File: src/hdl/gpc_pkg.sv
// shared types and constants for the geometric mass / cumulative unit
package gpc_pkg;

  localparam int K_W      = 32;
  localparam int P_W      = 33;
  localparam int VALUE_W  = 33;
  localparam int EXP_BITS = K_W - 1;

  typedef enum logic {
    REQ_MASS = 1'b0,
    REQ_CUMULATIVE = 1'b1
  } req_kind_t;

  typedef struct packed {
    logic                  req_type;
    logic signed [K_W-1:0] k;
    logic [P_W-1:0]        p;
  } gpc_req_t;

  typedef struct packed {
    logic [VALUE_W-1:0] value;
    logic               status;
  } gpc_rsp_t;

  typedef struct packed {
    logic req_type;
    logic invalid;
    logic zero;
    logic acc_one;
    logic p_one;
  } gpc_ctl_t;

endpackage

File: src/hdl/gpc_cell.sv
// one square-and-multiply cell: consumes one exponent bit
module gpc_cell import gpc_pkg::*; #(
  parameter int FB = 32
) (
  input  logic                clk,
  input  logic                rst,
  input  logic                up_valid,
  input  gpc_ctl_t            up_ctl,
  input  logic [FB:0]         up_p,
  input  logic [FB-1:0]       up_acc,
  input  logic [FB-1:0]       up_base,
  input  logic [EXP_BITS-1:0] up_exp,
  output logic                up_ready,
  output logic                dn_valid,
  output gpc_ctl_t            dn_ctl,
  output logic [FB:0]         dn_p,
  output logic [FB-1:0]       dn_acc,
  output logic [FB-1:0]       dn_base,
  output logic [EXP_BITS-1:0] dn_exp,
  input  logic                dn_ready
);

  logic [2*FB-1:0] acc_prod;
  logic [2*FB-1:0] sq_prod;
  logic [FB-1:0]   acc_next;
  gpc_ctl_t        ctl_next;

  always_comb begin
    acc_prod = {{FB{1'b0}}, up_acc} * {{FB{1'b0}}, up_base};
    sq_prod  = {{FB{1'b0}}, up_base} * {{FB{1'b0}}, up_base};
    ctl_next = up_ctl;
    acc_next = up_acc;
    if (up_exp[0]) begin
      // an accumulator still at one just takes the base
      acc_next         = up_ctl.acc_one ? up_base : acc_prod[2*FB-1:FB];
      ctl_next.acc_one = 1'b0;
    end
  end

  assign up_ready = !dn_valid || dn_ready;

  always_ff @(posedge clk) begin
    if (rst) begin
      dn_valid <= 1'b0;
    end else if (up_ready) begin
      dn_valid <= up_valid;
    end
  end

  always_ff @(posedge clk) begin
    if (up_ready && up_valid) begin
      dn_ctl  <= ctl_next;
      dn_p    <= up_p;
      dn_acc  <= acc_next;
      dn_base <= sq_prod[2*FB-1:FB];
      dn_exp  <= up_exp >> 1;
    end
  end

endmodule

File: config.mk
export PLATFORM = sky130hd
export DESIGN_NAME = gpc_cell
export DESIGN_NICKNAME = d
export VERILOG_FILES = /design/src/hdl/gpc_pkg.sv /design/src/hdl/gpc_cell.sv
export SDC_FILE = /design/constraint.sdc
export NUM_CORES = 2
export LEC_CHECK = 0
export BUFFER_PORTS_ARGS = -buffer_cell sky130_fd_sc_hd__buf_4
export CELL_PAD_IN_SITES_DETAIL_PLACEMENT = 0
export CELL_PAD_IN_SITES_GLOBAL_PLACEMENT = 1
export CORE_MARGIN = 2
export CORE_UTILIZATION = 38
export DETAILED_ROUTE_END_ITERATION = 12
export GPL_TIMING_DRIVEN = 1
export HOLD_SLACK_MARGIN = 0.08
export PLACE_DENSITY = 0.7
export SLEW_MARGIN = 20
export SYNTH_ARGS = -nofsm -noshare
export SYNTH_HDL_FRONTEND = slang
export SYNTH_SLANG_ARGS = --single-unit
File: constraint.sdc
create_clock -name clk -period 14.1 [get_ports clk]
set_input_delay 2.115 -clock clk [delete_from_list [all_inputs] [get_ports clk]]
set_output_delay 2.115 -clock clk [all_outputs]
set_load 0.005 [all_outputs]
==> run metrics <==
status complete, no violations; RSZ-0062 raised after global routing false; post-synthesis area per instance 9.57 um^2; reg-to-reg slack, setup 11260 ps; setup ws final 3330 ps; H-tree Lvls 4; Final #Nets 9176; slowest cell on the critical path a211oi_1; ys async rst share 0%; Die Wd 418 um; Total Routed Length 195 mm; Final Hold Viols 0; CTS Buf Count 17; Tcrit/Tclk final 76.4%; library cells used by synthesis 85; post-synthesis mux area share 0.249%; Synth Area in XOR/XNOR 1.07%; DRT Pass-1 Iters 7; Core Box Area 0.171 mm^2; FF/Latch Area 0.00398 mm^2; Mapped Nets 9188; vias per cell 5.04; root buffer cell clkbuf_16; WP data required 14410 ps; # Post-CTS Setup Buffers 0; fmax 92.9 MHz; vias in the first global route 52300; post_cts resized 0; first-pass GRT wire length 307 mm; synth cell count leaders inv_1, fa_1, nand2_1; WP buf/inv 7; Mapped Cells 6818; CP most frequent cell fa_1; pre-CTS WS 2940 ps; initial drt markers 2866; final-layout fill cell count 17100; R2R depth 4; number of I/O pins 272; min cycle time layout 10770 ps; Vias 45700; final setup fails 0; Setup crit start up_base[6]; Synth Flop Type edfxtp_1; Tot GR Track Use 23.4%; gpl congestion 0.888; die height 418 um; Max clock buf depth 2; layout cells sized above 1 5.65%; Worst Hold Class reg -> reg; crit start category input port; Post-CTS Hold Buffers 0; Synth Area in Adders 62.4%; post-route antenna net violation count 0; Clk Latency, worst-skew pair 560 ps; P&R area growth vs syn 6.86%; Initial Util 38.1%; Final Skew 25.1 ps; largest family of logic cells by synthesized area adder cells; critical path's largest stage delay 950 ps; CP endpoint kind flop; synth top area cells fa_1, inv_1, ha_1; CP Max Fanout 30; Hold Crit Start dn_valid; Worst Path Arrival 11080 ps; sequential fraction of the synthesis area 6.10%; Post-synth EDFFs 132; Non-Filler Instances 9062; delay-heaviest family, CP adder cells; FP Rows 152; port bufs 270; GRT overflow 0; wire per inst 21.6 um; worst relative slew slack 21.8%; hold path endpoint dn_valid; Synth area leader fa_1; Syn Std Cell Area 0.0653 mm^2; largest net degree at the start of global routing 71; initial antenna violation count 13; Slew Viols, Final 0; Syn. warnings 0; post-detail-place hpwl 147 mm; critical path depth 26; clock sinks 133; DRC viols 0; simple-gate area share of the yosys netlist 14.1%; Die Footprint 0.175 mm^2; Synth Area in Compound Gates 3.82%; Synth top area share 52.2%; critical path class in -> reg; Least-Margin Pin Slew 1170 ps; register bit total from synthesis 133; CTS tree built; dominant cell by count in the synthesized netlist inv_1; Multi-input gate area 0.0533 mm^2; Cells after DPL 9020; TNS Setup 0 ps; origin of the critical flop-to-flop path dn_valid; Reg clk slew, reported paths 90 ps; MaxCap Viol Count 0; WHS Path Cells 2; FF-to-FF End dn_base[31]
-- metrics by stage --
| step | hold slack (ps) | instance area (um^2) | util (%) |
|---|---|---|---|
| floorplan | 522 | 65300 | - |
| global placement | 506 | 69100 | 40.4 |
| detailed placement | 527 | 69100 | 40.4 |
| CTS | 538 | 69700 | 40.7 |
| global route | 574 | 69700 | 40.7 |
| finish | 531 | 69800 | 40.8 |
-- worst max path at each step --
stage / to / slack, ps
global route: dn_acc[22] / 3070
CTS: dn_acc[31] / 3550
floorplan: dn_base[16] / 4780
detailed placement: dn_acc[31] / 2940
global placement: dn_acc[31] / 2970
finish: dn_acc[31] / 3330
-- worst register-to-register path: cells and delay by family, from the launching register on --
family	cells	cell delay, ps
flip-flops	1	310
buffers and inverters	2	1370
AND/OR/NAND/NOR	2	700
-- kinds of logic (layout without fill, tap and decap cells) --
group	count (synthesis)	after routing
flops	133	133
other cells	1	11
mux	16	16
fa+ha+maj	2233	2233
buf+inv	2125	2126
simple gates	1851	1851
xor+xnor	80	80
compound gates	379	379
-- layout by cell type, fill, tap and decap left out, types with 6 or more instances in the layout --
cell / Yosys / routed
a211oi_1: 15 / 15
a21o_1: 60 / 60
a21oi_1: 136 / 136
a31oi_1: 18 / 18
and2_1: 757 / 756
and3_1: 9 / 9
buf_4: 2 / 310
clkbuf_16: 0 / 17
clkinv_1: 6 / 6
diode_2: 0 / 10
edfxtp_1: 132 / 132
fa_1: 1702 / 1702
ha_1: 531 / 531
inv_1: 1775 / 1775
mux2i_1: 14 / 14
nand2_1: 799 / 799
nand2b_1: 12 / 12
nand3_1: 36 / 36
nand3b_1: 6 / 6
nand4_1: 21 / 21
nor2_1: 141 / 141
nor2b_1: 26 / 26
nor3_1: 17 / 17
nor4_1: 6 / 6
o211ai_1: 11 / 11
o21a_1: 6 / 6
o21ai_0: 59 / 59
o21bai_1: 15 / 15
or2_2: 6 / 6
xnor2_1: 53 / 53
xor2_1: 27 / 27
-- registers in the layout (all words and copies together) (netlist names) --
signal    cells
dn_base      32
dn_valid      1
dn_p         33
dn_acc       32
dn_exp       30
dn_ctl        5
-- area by class of cell --
cell class	count	area share, %
repair buffers	310	3.34
well taps	2233	4.01
clock inverters	15	0.296
clock buffers	17	0.610
flip-flops and latches	133	5.71
diodes	10	0.0359
inverters	1784	9.60
multi-input cells	4560	76.4
-- routing by layer --
| metal | track usage, % | vias up | part of all wire, % |
|---|---|---|---|
| li1 | - | 19700 | - |
| met1 | 28.8 | 24300 | 39 |
| met2 | 41.9 | 1391 | 52 |
| met3 | 3.70 | 312 | 6.2 |
| met4 | 7.23 | 0 | 3.1 |
| met5 | 0 | - | 0 |
Power is left out: the tool's default activity adds up to more than one toggle a clock period on the data nets, which glitch-free logic cannot reach.
