## src/hdl/gpc_pkg.sv

```systemverilog
// shared types and constants for the geometric mass / cumulative unit
package gpc_pkg;

  localparam int K_W      = 32;
  localparam int P_W      = 33;
  localparam int VALUE_W  = 33;
  localparam int EXP_BITS = K_W - 1;

  typedef enum logic {
    REQ_MASS = 1'b0,
    REQ_CUMULATIVE = 1'b1
  } req_kind_t;

  typedef struct packed {
    logic                  req_type;
    logic signed [K_W-1:0] k;
    logic [P_W-1:0]        p;
  } gpc_req_t;

  typedef struct packed {
    logic [VALUE_W-1:0] value;
    logic               status;
  } gpc_rsp_t;

  typedef struct packed {
    logic req_type;
    logic invalid;
    logic zero;
    logic acc_one;
    logic p_one;
  } gpc_ctl_t;

endpackage

```

## src/hdl/gpc_prep.sv

```systemverilog
// input stage: checks p and k, forms q and the exponent
module gpc_prep import gpc_pkg::*; #(
  parameter int FB = 32
) (
  input  logic                clk,
  input  logic                rst,
  input  logic                up_valid,
  input  gpc_req_t            up_data,
  output logic                up_ready,
  output logic                dn_valid,
  output gpc_ctl_t            dn_ctl,
  output logic [FB:0]         dn_p,
  output logic [FB-1:0]       dn_base,
  output logic [EXP_BITS-1:0] dn_exp,
  input  logic                dn_ready
);

  localparam int WW = (FB + 1 > P_W) ? FB + 1 : P_W;
  localparam logic [WW-1:0] ONE_W = WW'(1) << FB;
  localparam logic [FB:0]   ONE   = (FB + 1)'(1) << FB;

  logic [WW-1:0]       p_wide;
  logic [FB:0]         p_int;
  logic [FB:0]         q_full;
  logic                p_bad;
  logic                k_pos;
  logic [EXP_BITS-1:0] exp_next;
  gpc_ctl_t            ctl_next;

  always_comb begin
    p_wide = WW'(up_data.p);
    p_bad  = (p_wide == '0) || (p_wide > ONE_W);
    p_int  = p_wide[FB:0];
    q_full = ONE - p_int;
    k_pos  = (up_data.k != '0) && !up_data.k[K_W-1];
    if (up_data.req_type == REQ_CUMULATIVE) begin
      exp_next = up_data.k[EXP_BITS-1:0];
    end else begin
      exp_next = up_data.k[EXP_BITS-1:0] - EXP_BITS'(1);
    end
    ctl_next.req_type = up_data.req_type;
    ctl_next.invalid  = p_bad;
    ctl_next.zero     = !k_pos;
    ctl_next.acc_one  = 1'b1;
    ctl_next.p_one    = (p_int == ONE);
  end

  assign up_ready = !dn_valid || dn_ready;

  always_ff @(posedge clk) begin
    if (rst) begin
      dn_valid <= 1'b0;
    end else if (up_ready) begin
      dn_valid <= up_valid;
    end
  end

  always_ff @(posedge clk) begin
    if (up_ready && up_valid) begin
      dn_ctl  <= ctl_next;
      dn_p    <= p_int;
      dn_base <= q_full[FB-1:0];
      dn_exp  <= exp_next;
    end
  end

endmodule

```

## config.mk

```make
export PLATFORM = sky130hd
export DESIGN_NAME = gpc_prep
export DESIGN_NICKNAME = d
export VERILOG_FILES = /design/src/hdl/gpc_pkg.sv /design/src/hdl/gpc_prep.sv
export SDC_FILE = /design/constraint.sdc
export NUM_CORES = 1
export LEC_CHECK = 0
export BUFFER_PORTS_ARGS = -buffer_cell sky130_fd_sc_hd__buf_2
export CORE_MARGIN = 2
export CORE_UTILIZATION = 52
export CTS_CLUSTER_DIAMETER = 60
export DETAILED_ROUTE_END_ITERATION = 8
export MAX_ROUTING_LAYER = met4
export PLACE_DENSITY_LB_ADDON = 0.3
export SLEW_MARGIN = 20
export SYNTH_ARGS = -nofsm -noshare
export SYNTH_HDL_FRONTEND = slang
export SYNTH_SLANG_ARGS = --single-unit
```

## constraint.sdc

```tcl
create_clock -name clk -period 7.1 [get_ports clk]
set_input_delay 0.71 -clock clk [delete_from_list [all_inputs] [get_ports clk]]
set_output_delay 0.71 -clock clk [all_outputs]
set_load 0.02 [all_outputs]
```

==> run summary <==
DRC violations left: 0
Rows: 33
Placed cell count: 561
Clock Sink Count: 100
Buf+Inv Stages, Crit Path: 2
Routed len/inst: 14.2 um
Slowest cell on crit path: or4b_1
CP max stage delay: 560 ps
Initial Util: 0.527
Largest net degree at the start of global routing: 59
Total Wirelength: 8200 um
FFs w/ async S/R, synth: 0
Status: finished clean
Setup CP Type: in -> reg
Max Slew Vio Count: 0
Fin crit period: 2600 ps
R2r worst-path depth: 3
Share of cells above drive strength 1: 0.419
Hold Crit Depth: 2
Gr ovfl total: 0
# IOs: 173
Post-DRT Antenna Nets: 0
Tot Pwr: 1180 uW
Setup TNS: 0 ps
Clock-pin transition on the worst setup and hold timing paths: 90 ps
Final hold violation count: 0
DP Area: 5240 sq um
Routed via count: 2895
Final period utilization: 0.366
Postcts setup bufs: 0
WP data arrival: 2700 ps
Number of global-route vias before repair: 2647
Die width: 94.5 um
Synthesized area per cell: 14.9 sq um
Max-Cap Viols: 0
Layout fillers: 624
Power per cell area: 219 nW/um^2
Critical R2R Capture: dn_p[22]
Die footprint: 8940 sq um
FF-to-FF setup slack: 5080 ps
Sequential-to-total area share from yosys stat: 0.702
Final Setup Violations: 0
Leak: 0.00211 uW
Total Nets Final: 540
Clk_lat worst skew: 350 ps
Nature of the critical path endpoint: flop
Synth unique cells: 35
GP Congestion: 0.800
Post-CTS sizing: 0
CP cell instances: buf_2, inv_1, ha_1, or4b_1, or4_4, nor4_4, nand2_1, xor2_1
Diode count: 0
Worst slew pin tran: 925 ps
Cts bufs inserted: 9
Max FO, Critical Path: 7
Initial antenna violation count: 0
1st-iter DRT viols: 95
Flops & latches, synth: 100
Family with the most delay on the worst path: simple AND/OR/NAND/NOR gates
Clk root buf: clkbuf_8
VDD IR max: 0.000140 V
CTS max path bufs: 2
Slew HR: 0.378
Worst Hold End: dn_valid
Crit path launch type: input pin
Synth Instances: 287
Max Clk Rate: 0.385 GHz
Reg2reg start: dn_valid
Chip height: 94.5 um
TritonCTS clock tree: yes
Cell Count, Final, Fillers Out: 577
Post-CTS Hold Buffers: 0
Worst Path Required: 7200 ps
Final core utilization: 0.669
Synth Flop Type: edfxtp_1
EDFF count, synth: 99
Worst hold start: rst
DP Wirelength: 6230 um
Post-Syn Area: 4260 sq um
Skew final: 7.52 ps
CORE AREA: 8090 sq um
Buffers on Ports: 171
Layout Area Growth over Synthesis: 27.0%
First-pass GRT wire length: 12600 um
Gr usage total: 0.192
Drt pass-1 iters: 4
Post-DR vias/cell: 5.02
Synthesized Nets: 360
Max H-tree Level: 3
RSZ-0062 raised after global routing: false
Final instance area: 5410 sq um
Min-delay worst type: in -> reg
Yosys warnings: 0
Yosys cell counts, types with 2 or more instances:
master / count / area (sq um)
xnor2_1: 35 / 307
edfxtp_1: 99 / 2970
nand2b_1: 6 / 37.5
nand3b_1: 3 / 22.5
or3_1: 4 / 25.0
nand4b_1: 2 / 17.5
nand4_1: 2 / 12.5
or4b_1: 2 / 20.0
nand3_1: 6 / 30.0
nor2_1: 26 / 97.6
inv_1: 8 / 30.0
or2_2: 2 / 12.5
nor4b_1: 3 / 26.3
buf_4: 2 / 15.0
nor3b_1: 3 / 22.5
xor2_1: 23 / 201
ha_1: 3 / 37.5
or4_4: 3 / 33.8
nand2_1: 15 / 56.3
nor3_1: 11 / 55.1
nor4_1: 15 / 93.8
cells by family after synthesis:
logic type	count (synthesis)	synth area share
AND/OR/NAND/NOR	109	0.148
flip-flops	100	0.702
XOR/XNOR	58	0.119
buffers and inverters	12	0.0141
adder cells (fa/ha/maj)	3	0.00881
AO/OA/AOI/OAI	3	0.00469
other	1	0.000880
multiplexers	1	0.00235
how the worst max path moves through the flow:
stage	startpoint	endpoint	slack [ps]	cells past startpoint
after floorplan	dn_ready	dn_base[10]	3330	2
after global placement	up_data[14]	dn_ctl[3]	4130	6
after detailed placement	up_data[14]	dn_ctl[3]	4140	6
after CTS	up_data[1]	dn_base[30]	4530	8
after global routing	up_data[14]	dn_ctl[3]	4330	6
final	up_data[0]	dn_base[30]	4500	8
power by group:
part           leakage [uW]  internal, uW  switching [uW]
logic               0.00105          52.9             104
clock network     0.0000912           131             197
registers          0.000966           691            7.96
total               0.00211           875             308
area by class of cell:
cell class | count | area (sq um) | share of cell area
Clock buffer | 10 | 128 | 0.0236
Clock inverter | 6 | 48.8 | 0.00901
Inverter | 8 | 30.0 | 0.00555
Multi-Input combinational cell | 175 | 1210 | 0.224
Sequential cell | 100 | 2990 | 0.553
Tap cell | 105 | 131 | 0.0243
Timing Repair Buffer | 173 | 871 | 0.161
worst register-to-register path, stage by stage, from the launching register on:
cell	delay, ps
dfxtp_1	320
nand2b_1	100
and2_4	500
buf_4	710
placed cells by master, fill, tap and decap left out, types with 3 or more instances in the layout:
cell type	n
buf_2	171
clkbuf_8	9
clkinv_4	3
edfxtp_1	99
ha_1	3
inv_1	8
nand2_1	15
nand2b_1	6
nand3_1	6
nand3b_1	3
nor2_1	26
nor3_1	11
nor3b_1	3
nor4_1	15
nor4b_1	3
or3_1	4
or4_4	3
xnor2_1	35
xor2_1	23
per-layer routing:
metal  up-vias  track usage  wire length [um]
met5         -            -                 0
met4         0       0.0725               178
met3        13       0.0471               666
met2       117        0.315              3980
met1      1337        0.230              3380
li1       1428            -                 -
flip-flops by register name (all words and copies together) (netlist names):
| name | cells |
|---|---|
| dn_exp | 31 |
| dn_ctl | 4 |
| dn_valid | 1 |
| dn_p | 33 |
| dn_base | 31 |
stage by stage:
stage	hold slack [ps]	setup slack [ps]
final	495	4500
after detailed placement	516	4140
after global placement	495	4130
after CTS	478	4530
after floorplan	729	3330
after global routing	483	4330
(Power assumes the default switching activity.)
