### src/hdl/gpc_pkg.sv
// shared types and constants for the geometric mass / cumulative unit
package gpc_pkg;

  localparam int K_W      = 32;
  localparam int P_W      = 33;
  localparam int VALUE_W  = 33;
  localparam int EXP_BITS = K_W - 1;

  typedef enum logic {
    REQ_MASS = 1'b0,
    REQ_CUMULATIVE = 1'b1
  } req_kind_t;

  typedef struct packed {
    logic                  req_type;
    logic signed [K_W-1:0] k;
    logic [P_W-1:0]        p;
  } gpc_req_t;

  typedef struct packed {
    logic [VALUE_W-1:0] value;
    logic               status;
  } gpc_rsp_t;

  typedef struct packed {
    logic req_type;
    logic invalid;
    logic zero;
    logic acc_one;
    logic p_one;
  } gpc_ctl_t;

endpackage

### src/hdl/gpc_final.sv
// output stage: mass or cumulative result, held in the output register
module gpc_final import gpc_pkg::*; #(
  parameter int FB = 32
) (
  input  logic          clk,
  input  logic          rst,
  input  logic          up_valid,
  input  gpc_ctl_t      up_ctl,
  input  logic [FB:0]   up_p,
  input  logic [FB-1:0] up_acc,
  output logic          up_ready,
  output logic          dn_valid,
  output gpc_rsp_t      dn_data,
  input  logic          dn_stall
);

  localparam int WW = (FB + 1 > VALUE_W) ? FB + 1 : VALUE_W;
  localparam logic [FB:0] ONE = (FB + 1)'(1) << FB;

  logic [2*FB-1:0] mass_prod;
  logic [FB:0]     acc_full;
  logic [FB:0]     result;
  logic [WW-1:0]   result_wide;
  gpc_rsp_t        rsp_next;

  always_comb begin
    mass_prod = {{FB{1'b0}}, up_p[FB-1:0]} * {{FB{1'b0}}, up_acc};
    acc_full  = up_ctl.acc_one ? ONE : {1'b0, up_acc};
    if (up_ctl.req_type == REQ_CUMULATIVE) begin
      result = ONE - acc_full;
    end else if (up_ctl.acc_one) begin
      result = up_p;
    end else if (up_ctl.p_one) begin
      result = acc_full;
    end else begin
      result = {1'b0, mass_prod[2*FB-1:FB]};
    end
    if (up_ctl.invalid || up_ctl.zero) begin
      result = '0;
    end
    result_wide     = WW'(result);
    rsp_next.value  = result_wide[VALUE_W-1:0];
    rsp_next.status = up_ctl.invalid;
  end

  assign up_ready = !dn_valid || !dn_stall;

  always_ff @(posedge clk) begin
    if (rst) begin
      dn_valid <= 1'b0;
    end else if (up_ready) begin
      dn_valid <= up_valid;
    end
  end

  always_ff @(posedge clk) begin
    if (up_ready && up_valid) begin
      dn_data <= rsp_next;
    end
  end

endmodule

### config.mk
export PLATFORM = sky130hd
export DESIGN_NAME = gpc_final
export DESIGN_NICKNAME = d
export VERILOG_FILES = /design/src/hdl/gpc_pkg.sv /design/src/hdl/gpc_final.sv
export SDC_FILE = /design/constraint.sdc
export NUM_CORES = 2
export LEC_CHECK = 0
export BUFFER_PORTS_ARGS = -buffer_cell sky130_fd_sc_hd__buf_4
export CAP_MARGIN = 20
export CORE_MARGIN = 5
export CORE_UTILIZATION = 70
export CTS_CLUSTER_SIZE = 16
export DETAILED_ROUTE_END_ITERATION = 10
export GPL_TIMING_DRIVEN = 1
export HOLD_SLACK_MARGIN = 0.02
export PLACE_DENSITY = 0.95
export SLEW_MARGIN = 15
export SYNTH_ARGS = -nofsm -noshare
export SYNTH_HDL_FRONTEND = slang
export SYNTH_SLANG_ARGS = --single-unit
### constraint.sdc
create_clock -name clk -period 13.11 [get_ports clk]
set_input_delay 1.311 -clock clk [delete_from_list [all_inputs] [get_ports clk]]
set_output_delay 1.311 -clock clk [all_outputs]
set_load 0.1 [all_outputs]
==> impl_metrics.py <==
metrics = {
    "floorplan": {
        "row_count": 83,
        "initial_utilization": 0.7021,
        "io_pins": 110,
        "dieWidth_um": 236.4,
        "die_height_um": 236.4,
        "dieArea_mm2": 0.05588,
        "core_mm2": 0.05109,
    },
    "setup_path": {
        "crit_fanout": 36,
        "start_kind": "primary input",
        "r2r_end": "dn_data[17]",
        "rr_worst_depth": 3,
        "critPathRequiredTime_ns": 13.15,
        "max_stage_delay_ns": 0.59,
        "crit_type": "primary input to flip-flop",
        "crit_family": "adder cells",
        "timing.critical_path.from": "up_acc[10]",
        "cp-end-kind": "flip-flop",
        "critPathArrivalTime_ns": 9.52,
        "cp_cell_sequence": "buf_4 -> inv_1 -> nor2_1 -> fa_1 -> fa_1 -> inv_1 -> fa_1 -> fa_1 -> fa_1 -> inv_1 -> fa_1 -> fa_1 -> fa_1 -> ha_1 -> nand2_1 -> nor4_1 -> nand4_1 -> o22ai_1 -> o2111ai_1 -> a211oi_2 -> o21ai_2 -> o221ai_2 -> nand4_1 -> o211a_1",
        "rrSetupSlack_ns": 11.77,
        "cpMostUsedCell": "fa_1",
        "critPathSlowestCell": "fa_1",
        "crit_buf_inv": 4,
        "r2r-start": "dn_valid",
    },
    "yosys": {
        "synthArstFlopShare": 0,
        "seq_area_frac_synth": 0.02902,
        "yosys.area_share.simple": 0.1872,
        "ys_types": 76,
        "synth_seq_cells": 35,
        "synth_top_family_by_area": "adder cells",
        "synth_compound_area_frac": 0.06292,
        "netlist_area_mm2": 0.03587,
        "synth-xor-area-share": 0.008545,
        "syn-num-nets": 5267,
        "synth_mux_area_frac": 0.002023,
        "synth-warning-count": 0,
        "synth_fa_ha_area_frac": 0.5905,
        "synthCells": 4037,
        "postSynthAreaPerCell_um2": 8.886,
        "synth-edff-count": 34,
        "synthFlopType": "edfxtp_1",
    },
    "clock_network": {
        "cts_resized": 0,
        "clk_pin_slew_ns": 0.06,
        "cts_tree": "built",
        "numCtsBuffers": 5,
        "clk_path_buf_depth": 2,
        "postCtsHoldBufs": 0,
        "cts_setup_buffers": 0,
        "cts_root_buffer": "clkbuf_16",
        "worstSkewPairLatency_ns": 0.29,
        "clock-sinks": 35,
        "h-tree-depth": 2,
    },
    "placement": {
        "gp_congestion": 1.040,
        "post-dp-hpwl_um": 77600,
        "portBuffers": 109,
    },
    "routing": {
        "wire_per_inst_um": 23.50,
        "wirelength_um": 107600,
        "drtPass1Iterations": 11,
        "drc": 2,
        "avgViaCountPerCell": 6.372,
        "vias": 29190,
        "antenna_left": 0,
        "drtIter0Drc": 3363,
    },
    "sta": {
        "slew_headroom": 0.3483,
        "hold_viol": 0,
        "setup_viol": 0,
        "fmax_mhz": 105.5,
        "finClkSkew_ns": 0.003910,
        "tightest_slew_ns": 0.9740,
        "maxSlewViolCount": 0,
        "finalCritPeriodShare": 0.7233,
        "setup_tns_ns": 0,
        "finalCriticalPeriod_ns": 9.482,
        "rsz0062_at_grt": "no",
    },
    "min_path": {
        "min-delay-start": "dn_valid",
        "hold_depth": 2,
        "hold_class": "flip-flop to flip-flop",
        "min_to": "dn_valid",
    },
    "global_routing": {
        "overflow": 0,
        "antenna_found_initial": 1,
        "grt_usage": 0.3915,
        "grt_pass1_wl_um": 172200,
        "grt_pass1_vias": 33250,
        "grt_max_degree": 79,
    },
    "cells_and_area": {
        "synthToLayoutAreaGrowth_pct": 2.368,
        "fin_util": 0.7188,
        "fill_cells": 3380,
        "drive_gt1_frac": 0.03719,
        "nets": 5128,
    },
    "status": {
        "violations": "design-rule violations",
        "run_status": "finished with violations",
    },
    "run": {
        "maxCapViolCount": 0,
    },
}
==> layout by cell type (no fill, tap or decap), types with 29 or more instances in the layout <==
cell,instances
and2_1,586
buf_4,113
nand3_1,29
ha_1,261
fa_1,895
nand2_1,517
nor2_1,82
edfxtp_1,34
xnor2_1,29
inv_1,878
a21oi_1,111
o21ai_0,84
a21o_1,29
==> worst min-delay path: cells and delay by family (launching register included) <==
kind               cells  cell delay [ns]
and+or+nand+nor        1             0.08
AOI/OAI and AO/OA      1             0.08
DFF                    1             0.36
==> per-stage QoR <==
stage	worst slack (ns)	instance area [µm²]	hold WS, ns	std cells
after CTS	3.850	36720	0.5612	4579
after global placement	3.633	36570	0.4905	4571
final	3.628	36720	0.5633	4581
after global routing	3.361	36720	0.5843	4579
after floorplan	4.502	35870	0.9704	4037
after detailed placement	3.571	36570	0.5493	4571
==> cells by family after synthesis <==
logic type                 count (synthesis)
DFF                                       35
muxes                                      7
xor gates and xnor gates                  35
adders and majority gates               1156
buffers and inverters                   1137
AOI/OAI and AO/OA                        351
and+or+nand+nor                         1316
==> final cells by class <==
cell class,instances,area (µm²),area share
inverter,878,3296,0.08974
clock inverter,1,5.005,0.0001363
timing repair buffer,113,848.3,0.02310
tap,680,850.8,0.02317
sequential,35,1041,0.02835
antenna,2,5.005,0.0001363
multi-input combinational,2865,30540,0.8315
clock buffer,7,142.6,0.003884
==> routing by layer <==
metal	GRT usage	wire [µm]	vias to the layer above
li1	-	-	11680
met1	0.4517	32790	14100
met2	0.6278	49300	2449
met3	0.1063	14420	965
met4	0.2909	11130	0
met5	0	0	-
==> state kept, by name, summed over array words and instances (netlist names) <==
signal,flops
dn_valid,1
dn_data,34
==> synthesized netlist by cell type (all sizes together) (16+ instances only) <==
cell type    n  area, µm²
a21o        30      226.5
nor3        24      130.1
edfxtp      34       1021
nand3       29      145.1
o211ai      20      155.1
nand4       17      106.4
fa         895      17920
and2       586       3666
a31oi       16      100.1
inv        878       3296
buf         23      116.4
a21oi      111      555.5
o21ai       89      456.7
ha         261       3266
xnor2       29      254.0
nand2      517       1941
clkbuf     236      885.9
nor2        82      307.8
==> worst max-delay path by stage <==
stage,cells past startpoint,end
2_1_floorplan,27,dn_data[22]
3_3_place_gp,26,dn_data[31]
5_1_grt,26,dn_data[31]
6_report,24,dn_data[31]
3_5_place_dp,26,dn_data[31]
4_1_cts,26,dn_data[31]
Power is left out: the tool's default activity adds up to more than one toggle a clock period on the data nets, which glitch-free logic cannot reach.
